`src/design/rcn_pkg.sv`:
```
// Package for the RGB chromaticity normaliser: field widths, pipeline depth
// and the control struct passed between the pipeline control and the lanes.
// No dependencies.
package rcn_pkg;

  localparam int unsigned LANES      = 3;
  localparam int unsigned CH_W       = 8;
  localparam int unsigned SUM_W      = 10;
  localparam int unsigned SCALE      = (1 << CH_W) - 1;
  // Numerator 2*SCALE*c + sum and denominator 2*sum.
  localparam int unsigned NUM_W      = 17;
  localparam int unsigned DEN_W      = SUM_W + 1;
  // One quotient bit is resolved per divider stage.
  localparam int unsigned DIV_STEPS  = CH_W;
  localparam int unsigned TRIAL_W    = DEN_W + DIV_STEPS - 1;
  // Input register, numerator stage and the divider stages.
  localparam int unsigned PIPE_DEPTH = DIV_STEPS + 2;

  typedef logic [CH_W-1:0]  chan_t;
  typedef logic [SUM_W-1:0] sum_t;

  typedef struct packed {
    logic [PIPE_DEPTH-1:0] en;
    logic                  out_en;
    logic                  out_dark;
  } pipe_ctl_t;

endpackage

```
`src/design/rcn_front.sv`:
```
// Input stage: dark threshold register, channel sum and the dark compare,
// and the stage-0 payload registers. Depends on rcn_pkg.
module rcn_front import rcn_pkg::*; (
  input  logic             clk_i,
  input  logic             rst_ni,
  input  logic             cfg_valid_i,
  input  logic [SUM_W-1:0] cfg_data_i,
  input  chan_t            chan_i [LANES],
  input  logic             load_i,
  output chan_t            chan_o [LANES],
  output sum_t             sum_o,
  output logic             dark_o
);

  sum_t  thr_q;
  sum_t  sum_d;
  sum_t  sum_q;
  chan_t chan_q [LANES];

  always_comb begin
    sum_d = '0;
    for (int l = 0; l < LANES; l++) begin
      sum_d = sum_d + SUM_W'(chan_i[l]);
    end
  end

  // A pixel is dark unless its sum is strictly above the threshold.
  assign dark_o = (sum_d <= thr_q);

  always_ff @(posedge clk_i or negedge rst_ni) begin
    if (!rst_ni) begin
      thr_q <= '0;
    end else if (cfg_valid_i) begin
      thr_q <= cfg_data_i;
    end
  end

  always_ff @(posedge clk_i) begin
    if (load_i) begin
      sum_q  <= sum_d;
      chan_q <= chan_i;
    end
  end

  assign sum_o  = sum_q;
  assign chan_o = chan_q;

endmodule

```
`src/design/rcn_ctrl.sv`:
```
// Pipeline control: per-stage valid and dark flags with bubble collapsing,
// plus the output valid register. Depends on rcn_pkg.
module rcn_ctrl import rcn_pkg::*; (
  input  logic      clk_i,
  input  logic      rst_ni,
  input  logic      in_valid_i,
  input  logic      dark_i,
  input  logic      out_ready_i,
  output logic      in_ready_o,
  output logic      out_valid_o,
  output pipe_ctl_t ctl_o
);

  logic [PIPE_DEPTH-1:0] v_q;
  logic [PIPE_DEPTH-1:0] dk_q;
  logic                  ov_q;
  logic [PIPE_DEPTH:0]   free;
  logic [PIPE_DEPTH-1:0] v_in;
  logic [PIPE_DEPTH-1:0] dk_in;

  // A stage may load when it is empty or some stage further down has room,
  // so the pipeline keeps filling while the output is stalled.
  always_comb begin
    free[PIPE_DEPTH] = !ov_q || out_ready_i;
    for (int k = PIPE_DEPTH - 1; k >= 0; k--) begin
      free[k] = !v_q[k] || free[k+1];
    end
  end

  assign v_in  = {v_q[PIPE_DEPTH-2:0], in_valid_i};
  assign dk_in = {dk_q[PIPE_DEPTH-2:0], dark_i};

  always_ff @(posedge clk_i or negedge rst_ni) begin
    if (!rst_ni) begin
      v_q  <= '0;
      ov_q <= 1'b0;
    end else begin
      for (int k = 0; k < PIPE_DEPTH; k++) begin
        if (free[k]) begin
          v_q[k] <= v_in[k];
        end
      end
      if (free[PIPE_DEPTH]) begin
        ov_q <= v_q[PIPE_DEPTH-1];
      end
    end
  end

  always_ff @(posedge clk_i) begin
    for (int k = 0; k < PIPE_DEPTH; k++) begin
      if (free[k]) begin
        dk_q[k] <= dk_in[k];
      end
    end
  end

  assign in_ready_o     = free[0];
  assign out_valid_o    = ov_q;
  assign ctl_o.en       = free[PIPE_DEPTH-1:0];
  assign ctl_o.out_en   = free[PIPE_DEPTH];
  assign ctl_o.out_dark = dk_q[PIPE_DEPTH-1];

endmodule

```
`src/design/rcn_lane.sv`:
```
// One channel lane: numerator stage followed by a pipelined restoring
// divider that yields floor((2*SCALE*c + sum) / (2*sum)). Depends on rcn_pkg.
module rcn_lane import rcn_pkg::*; (
  input  logic                  clk_i,
  input  chan_t                 chan_i,
  input  sum_t                  sum_i,
  input  logic [PIPE_DEPTH-1:1] en_i,
  output chan_t                 quo_o
);

  logic [NUM_W-1:0]     rem_q [DIV_STEPS];
  logic [DEN_W-1:0]     den_q [DIV_STEPS];
  logic [DIV_STEPS-1:0] quo_q [DIV_STEPS+1];
  logic [NUM_W-1:0]     num_d;

  // Adding sum to the doubled numerator and doubling the divisor gives round-half-up.
  assign num_d = NUM_W'(chan_i) * NUM_W'(2 * SCALE) + NUM_W'(sum_i);

  always_ff @(posedge clk_i) begin
    if (en_i[1]) begin
      rem_q[0] <= num_d;
      den_q[0] <= {sum_i, 1'b0};
      quo_q[0] <= '0;
    end
  end

  // The quotient never exceeds SCALE, so DIV_STEPS bits cover it.
  for (genvar j = 1; j <= DIV_STEPS; j++) begin : g_step
    logic [TRIAL_W-1:0] trial;
    logic               ge;

    assign trial  = TRIAL_W'(den_q[j-1]) << (DIV_STEPS - j);
    assign ge     = (TRIAL_W'(rem_q[j-1]) >= trial);

    always_ff @(posedge clk_i) begin
      if (en_i[j+1]) begin
        quo_q[j] <= {quo_q[j-1][DIV_STEPS-2:0], ge};
      end
    end

    if (j < DIV_STEPS) begin : g_carry
      logic [NUM_W-1:0] rem_nx;

      assign rem_nx = ge ? (rem_q[j-1] - trial[NUM_W-1:0]) : rem_q[j-1];

      always_ff @(posedge clk_i) begin
        if (en_i[j+1]) begin
          rem_q[j] <= rem_nx;
          den_q[j] <= den_q[j-1];
        end
      end
    end
  end

  assign quo_o = quo_q[DIV_STEPS];

endmodule

```
`src/design/rcn_merge.sv`:
```
// Output stage: merges the lane quotients into the result register and
// forces a black pixel when the dark flag is set. Depends on rcn_pkg.
module rcn_merge import rcn_pkg::*; (
  input  logic      clk_i,
  input  pipe_ctl_t ctl_i,
  input  chan_t     quo_i  [LANES],
  output chan_t     norm_o [LANES]
);

  chan_t norm_q [LANES];

  always_ff @(posedge clk_i) begin
    if (ctl_i.out_en) begin
      for (int l = 0; l < LANES; l++) begin
        norm_q[l] <= ctl_i.out_dark ? '0 : quo_i[l];
      end
    end
  end

  assign norm_o = norm_q;

endmodule

```
`src/design/rgb_chromaticity_normalizer_unit.sv`:
```
// Normalised RGB chromaticity unit. Each pixel of three 8-bit channels
// (RGB or BGR order, the maths is symmetric) is scaled so that every
// channel becomes round(255 * c / (r + g + b)); a pixel whose sum does not
// exceed the dark threshold comes out black.
//
// Channels: the input pixel and the output pixel both use valid/ready, a
// transfer taking place on a clock edge with both high. The threshold is
// loaded through the cfg channel (cfg_ready_o is always high) and should
// only change while no pixel is in flight.
//
// A pixel passes one input register, one numerator stage, eight divider
// stages (one quotient bit each, three lanes side by side) and the output
// register. Throughput is one pixel per cycle while the receiver takes
// results. When the receiver stalls, the result holds in the output
// register and the pipeline keeps accepting pixels until all ten
// stages are full, after which in_ready_o drops.
//
// Reset clears all valid flags and sets the threshold to zero.
// Depends on rcn_pkg, rcn_front, rcn_ctrl, rcn_lane and rcn_merge.
module rgb_chromaticity_normalizer_unit import rcn_pkg::*; (
  input  logic             clk_i,
  input  logic             rst_ni,
  input  logic             cfg_valid_i,
  output logic             cfg_ready_o,
  input  logic [SUM_W-1:0] cfg_data_i,
  input  logic             in_valid_i,
  output logic             in_ready_o,
  input  logic [CH_W-1:0]  first_channel_i,
  input  logic [CH_W-1:0]  second_channel_i,
  input  logic [CH_W-1:0]  third_channel_i,
  output logic             out_valid_o,
  input  logic             out_ready_i,
  output logic [CH_W-1:0]  first_norm_o,
  output logic [CH_W-1:0]  second_norm_o,
  output logic [CH_W-1:0]  third_norm_o
);

  chan_t     chan_in [LANES];
  chan_t     chan_s0 [LANES];
  chan_t     quo     [LANES];
  chan_t     norm    [LANES];
  sum_t      sum_s0;
  logic      dark;
  pipe_ctl_t ctl;

  assign cfg_ready_o = 1'b1;

  assign chan_in[0] = first_channel_i;
  assign chan_in[1] = second_channel_i;
  assign chan_in[2] = third_channel_i;

  rcn_front u_front (
    .clk_i       (clk_i),
    .rst_ni      (rst_ni),
    .cfg_valid_i (cfg_valid_i),
    .cfg_data_i  (cfg_data_i),
    .chan_i      (chan_in),
    .load_i      (ctl.en[0]),
    .chan_o      (chan_s0),
    .sum_o       (sum_s0),
    .dark_o      (dark)
  );

  rcn_ctrl u_ctrl (
    .clk_i       (clk_i),
    .rst_ni      (rst_ni),
    .in_valid_i  (in_valid_i),
    .dark_i      (dark),
    .out_ready_i (out_ready_i),
    .in_ready_o  (in_ready_o),
    .out_valid_o (out_valid_o),
    .ctl_o       (ctl)
  );

  for (genvar l = 0; l < LANES; l++) begin : g_lane
    rcn_lane u_lane (
      .clk_i  (clk_i),
      .chan_i (chan_s0[l]),
      .sum_i  (sum_s0),
      .en_i   (ctl.en[PIPE_DEPTH-1:1]),
      .quo_o  (quo[l])
    );
  end

  rcn_merge u_merge (
    .clk_i  (clk_i),
    .ctl_i  (ctl),
    .quo_i  (quo),
    .norm_o (norm)
  );

  assign first_norm_o  = norm[0];
  assign second_norm_o = norm[1];
  assign third_norm_o  = norm[2];

endmodule

```
`config.mk`:
```
export PLATFORM = sky130hd
export DESIGN_NAME = rgb_chromaticity_normalizer_unit
export DESIGN_NICKNAME = d
export VERILOG_FILES = /design/src/design/rcn_pkg.sv /design/src/design/rcn_front.sv /design/src/design/rcn_ctrl.sv /design/src/design/rcn_lane.sv /design/src/design/rcn_merge.sv /design/src/design/rgb_chromaticity_normalizer_unit.sv
export SDC_FILE = /design/constraint.sdc
export NUM_CORES = 1
export LEC_CHECK = 0
export BUFFER_PORTS_ARGS = -buffer_cell sky130_fd_sc_hd__buf_2
export CORE_MARGIN = 8
export CORE_UTILIZATION = 45
export DETAILED_ROUTE_END_ITERATION = 10
export SLEW_MARGIN = 40
export SYNTH_ARGS = -nofsm -noshare
export SYNTH_HDL_FRONTEND = slang
export SYNTH_SLANG_ARGS = --single-unit
```
`constraint.sdc`:
```
create_clock -name clk_i -period 13.1 [get_ports clk_i]
set_input_delay 2.62 -clock clk_i [delete_from_list [all_inputs] [get_ports clk_i]]
set_output_delay 2.62 -clock clk_i [all_outputs]
set_load 0.005 [all_outputs]
```
==> results of run 1 <==
[cells by family after synthesis]
family,count (synthesis),share of synthesized area [%]
muxes,140,3.79
xor gates and xnor gates,235,5.06
other,1,0.00923
adders and majority gates,511,17.8
DFF,661,48.6
and+or+nand+nor,778,9.94
AOI/OAI and AO/OA,694,11.0
buffers and inverters,403,3.81
[cells in the mapped netlist, drive strengths merged (5+ instances only)]
cell type and count:
xnor2 148, a31oi 5, o22ai 7, nor4 38, a21o 94, a21boi 32, nand4 51, xor2 87
or2 17, nor3 68, o211ai 9, ha 398, dfrtp 21, or3 21, fa 113, nor2b 103
and3 8, clkbuf 9, nand3 45, nor4b 9, nand2 124, nand2b 35, nor2 204, o21ai 151
a41oi 6, o21a 36, o31ai 27, mux2 112, o31a 5, inv 372, nand4b 11, a211o 7
a211oi 41, or4 10, a2111oi 10, buf 22, edfxtp 640, mux2i 28, a21oi 211, o21bai 8
and2 12
[worst max-delay path by stage]
stage,slack (ns),end,start,cells after the start
final,5.16,in_ready_o,out_ready_i,10
after global routing,4.85,in_ready_o,out_ready_i,10
after CTS,5.09,in_ready_o,out_ready_i,10
after detailed placement,5.09,in_ready_o,out_ready_i,10
after global placement,4.84,in_ready_o,out_ready_i,10
after floorplan,5.65,in_ready_o,out_ready_i,7
[cell type report]
type                       count  area, sq um
antenna                        1         2.50
clock buffer                  96         2030
clock inverter                33          473
fill                        7989        44800
inverter                     372         1400
multi-input combinational   2359        19400
sequential                   661        19700
tap                         1176         1470
timing repair buffer          79          468
[flip-flops by register name (all words and copies together) (netlist names)]
signal / flops
u_front.sum_o: 10
u_front.thr_q: 10
g_lane.u_lane.quo_q: 108
u_front.chan_o: 24
u_ctrl.v_q: 10
g_lane.u_lane.den_q: 72
u_merge.norm_o: 24
u_ctrl.out_valid_o: 1
g_lane.u_lane.rem_q: 392
u_ctrl.dk_q: 10
[metrics by stage]
step | cell area (sq um) | setup slack (ns) | utilization, % | hold slack, ns | std cells
after floorplan | 40600 | 5.65 | - | 0.400 | 3423
after global placement | 42400 | 4.84 | 47.3 | 0.401 | 4645
after detailed placement | 42400 | 5.09 | 47.3 | 0.405 | 4645
after CTS | 44900 | 5.09 | 50.1 | 0.409 | 4774
after global routing | 45000 | 4.85 | 50.1 | 0.417 | 4776
final | 45000 | 5.16 | 50.1 | 0.409 | 4777
[worst max-delay path, cell delays in order]
cell and delay, ns:
buf_2 0.09, nor2b_1 0.39, nand2_2 0.50, nor2_1 0.36
and2_1 0.25, and3_1 0.27, and3_1 0.26, nand2_1 0.07
buf_4 0.26, buf_2 0.20
[routing by layer]
metal	vias up	share of wire [%]	global-route usage, %
li1	12800	-	-
met1	11500	41	18.2
met2	337	53	31.9
met3	158	2.5	2.30
met4	0	3.9	6.23
met5	-	0	0
==> results.toml, run 1 <==
[setup_path]
ff2ff_path_depth = 17
critPathRequiredTime_ns = 10.48
arrival_ns = 5.32
path_max_fanout = 36
rr_endpoint = "g_lane[0].u_lane.rem_q[0][16]$_DFFE_PP_"
r2r-start = "u_front.chan_o[16]$_DFFE_PP_"
cp-end-kind = "primary output"
rrSetupSlack_ns = 7.51
cp-start-kind = "input port"
worstSetupPathType = "in -> out"

[detailed_routing]
drt-pass1-iter-count = 5
routed_wl_mm = 82.2
via_per_inst = 5.18
drc_errors = 0
wl_per_cell_microns = 17.2
ant_nets = 0
drtIter0Drc = 1279
vias = 24800

[timing]
period_share_pct = 60.6
rsz0062_at_grt = "false"
setup_tns_ns = 0
drv_slew = 0
fmax_mhz = 126
fin_crit_ns = 7.94
hold_viol_final = 0
worst_slew_pin_slew_ns = 0.743
relSlewSlack_pct = 49.2
final-setup-viol-count = 0
finalClockSkew_ns = 0.0264

[synthesis]
synth-edff-count = 640
synth_cell_types = 91
postSynthCellCount = 3423
yosys.area.top_type = "edfxtp_1"
synth_top_area_share_pct = 47.3
yosysWarnings = 0
synth_area_sq_um = 40600
synth_area_per_cell_sq_um = 11.9
synth_async_sr_flop_share_pct = 3.18
synth.top_cells.by_area = "edfxtp_1 47%, ha_1 12%, fa_1 5.6%"
synth_fp_nets = 3973
synth-main-ff-cell = "edfxtp_1"
synth_seq_cells = 661
ys_seq_area_share_pct = 48.6

[finish]
layout_common_cells = "640 x edfxtp_1, 398 x ha_1, 363 x inv_1"
drive_above_1_share_pct = 9.56
layout_commonest_cell = "edfxtp_1"
area_growth_pct = 10.7
nets = 4097

[placed_design]
dp_hpwl_mm = 65.6
numPortBuffers = 64
place_congestion = 0.891

[min_path]
holdPathEnd = "g_lane[1].u_lane.quo_q[8][5]$_DFFE_PP_"
hold_start = "g_lane[1].u_lane.quo_q[7][4]$_DFFE_PP_"
min_path_cells = 0
hold_path.class = "reg -> reg"

[global_route]
antenna_found_initial = 0
grt_pass1_wl_mm = 132
grt_max_degree = 82
grt_usage_pct = 16.5
gr-total-overflow = 0
first_global_vias = 25200

[cts]
cts_made_buffers = 74
cts_resized = 0
path_clk_slew_ns = 0.05
cts-root-buf = "clkbuf_16"
clock_path_buffers = 3
cts.sinks = 661
htree_levels = 3
cts_tree = "done"
cts_setup_buffers = 0
clk_latency_ns = 0.62
cts-hold-fix-buffers = 0

[floorplanning]
core_sq_um = 89700
start_util_pct = 45.3
rows = 110
ios = 66
die_area_sq_um = 100000
die_w_microns = 317
die_y_microns = 317

[job]
maxCapViolations = 0

[outcome]
status = "finished, final reports clean"
Power of run 1 is not shown: default switching activity piles up to over one toggle a cycle in this logic, so the estimate is an artifact.
==> run 2, diff against run 1 <==
==> constraint.sdc (replaced) <==
create_clock -name clk_i -period 6.4 [get_ports clk_i]
set_input_delay 1.28 -clock clk_i [delete_from_list [all_inputs] [get_ports clk_i]]
set_output_delay 1.28 -clock clk_i [all_outputs]
set_load 0.005 [all_outputs]
==> results.toml, run 2 (same netlist as run 1, synthesis figures left out) <==
[outcome]
status = "finished, final reports clean"

[setup_path]
worst-path-buf-inv = 2
cp_slowest_stage_delay_ns = 0.68
rrSetupSlack_ns = 0.89
arrival_ns = 5.88
cp-start-kind = "flip-flop"
path_cells = "fa_1 -> inv_1 -> fa_1 -> fa_1 -> fa_1 -> inv_1 -> ha_1 -> o21a_2 -> a21oi_1 -> ha_1 -> and3_1 -> a2111oi_0 -> a211oi_2 -> o21ai_1 -> and4bb_1 -> xnor2_1"
cp-end-kind = "flip-flop"
critPathRequiredTime_ns = 6.76
critPathSlowestCell = "a2111oi_0"
critPathTopFamily = "adder cells"
worstSetupPathType = "reg -> reg"
critical_path.most_common_cell = "fa_1"
path_max_fanout = 5

[cts]
clock_path_buffers = 3
cts_made_buffers = 72
htree_levels = 3
cts.sinks = 661
cts_resized = 0
cts-hold-fix-buffers = 0
cts-root-buf = "clkbuf_16"
path_clk_slew_ns = 0.06
cts_tree = "done"
cts_setup_buffers = 0
clk_latency_ns = 0.62

[finish]
reg_top3 = "g_lane.u_lane.rem_q x392, g_lane.u_lane.quo_q x108, g_lane.u_lane.den_q x72"
largest_reg_flops = 392
layout_common_cells = "640 x edfxtp_1, 398 x ha_1, 363 x inv_1"
num_antenna_cells = 0
nets = 4098
design_area_sq_um = 44800
drive_above_1_share_pct = 9.46
top_register = "g_lane.u_lane.rem_q"
fin_cells = 4780
area_growth_pct = 10.2
layout_commonest_cell = "edfxtp_1"

[job]
maxCapViolations = 0

[floorplanning]
ios = 66
die_w_microns = 317
die_y_microns = 317
core_sq_um = 89700
start_util_pct = 45.3
die_area_sq_um = 100000
rows = 110

[global_route]
grt_pass1_wl_mm = 132
first_global_vias = 25200
grt_max_degree = 77
gr-total-overflow = 0
antenna_found_initial = 0
grt_usage_pct = 16.6

[timing]
period_share_pct = 86.2
hold_viol_final = 0
relSlewSlack_pct = 48.6
setup_tns_ns = 0
final-setup-viol-count = 0
rsz0062_at_grt = "false"
finalWorstSetupSlack_ns = 0.886
fmax_mhz = 181
fin_crit_ns = 5.51
finalClockSkew_ns = 0.0166
worst_slew_pin_slew_ns = 0.771
drv_slew = 0

[detailed_routing]
drt-pass1-iter-count = 5
drtIter0Drc = 1464
ant_nets = 0
vias = 24800
via_per_inst = 5.19
routed_wl_mm = 82.2
drc_errors = 0
wl_per_cell_microns = 17.2

[placed_design]
dpl_cell_area_sq_um = 42400
numPortBuffers = 64
dp_slack_ns = 0.864
dpl.cell_count = 4649
place_congestion = 0.906
dp_hpwl_mm = 66.1

[min_path]
hold_path.class = "reg -> reg"
run 2: path summary, 6_finish.rpt:
kind	from	end	depth (start not counted)
max reg2reg	u_front.chan_o[18]$_DFFE_PP_	g_lane[0].u_lane.rem_q[0][16]$_DFFE_PP_	16
min in group asynchronous	rst_ni	u_front.thr_q[3]$_DFFE_PN0P_	1
max in group asynchronous	rst_ni	u_ctrl.out_valid_o$_DFFE_PN0P_	1
min	g_lane[0].u_lane.quo_q[7][2]$_DFFE_PP_	g_lane[0].u_lane.quo_q[8][3]$_DFFE_PP_	0
max	u_front.chan_o[18]$_DFFE_PP_	g_lane[0].u_lane.rem_q[0][16]$_DFFE_PP_	16
min reg2reg	g_lane[0].u_lane.quo_q[7][2]$_DFFE_PP_	g_lane[0].u_lane.quo_q[8][3]$_DFFE_PP_	0
run 2: per-stage QoR:
stage                     hold slack, ns  utilization (%)
after CTS                          0.415             49.9
after detailed placement           0.405             47.3
after global placement             0.401             47.3
final                              0.413             49.9
after global routing               0.420             49.9
after floorplan                    0.400                -
run 2: area by class of cell:
type,instances,area (sq um)
Clock inverter,38,368
Timing Repair Buffer,82,483
Fill cell,7979,45000
Clock buffer,92,1940
Multi-Input combinational cell,2359,19400
Sequential cell,661,19700
Inverter,372,1400
Tap cell,1176,1470
run 2: routing by layer:
| metal | global-route usage, % | routed length (microns) | share of wire [%] |
|---|---|---|---|
| met5 | 0 | 0 | 0 |
| met4 | 7.72 | 4220 | 5.1 |
| met3 | 2.44 | 2150 | 2.6 |
| met2 | 31.3 | 42600 | 52 |
| met1 | 18.1 | 33300 | 40 |
run 2: worst register-to-register path, cell delays in order, from the launching register on:
cell,delay (ns)
edfxtp_1,0.51
fa_1,0.45
inv_1,0.12
fa_1,0.46
fa_1,0.51
fa_1,0.49
inv_1,0.04
ha_1,0.34
o21a_2,0.27
a21oi_1,0.16
ha_1,0.29
and3_1,0.18
a2111oi_0,0.68
a211oi_2,0.20
o21ai_1,0.18
and4bb_1,0.26
xnor2_1,0.12
Power of run 2 is left out for the same reason.
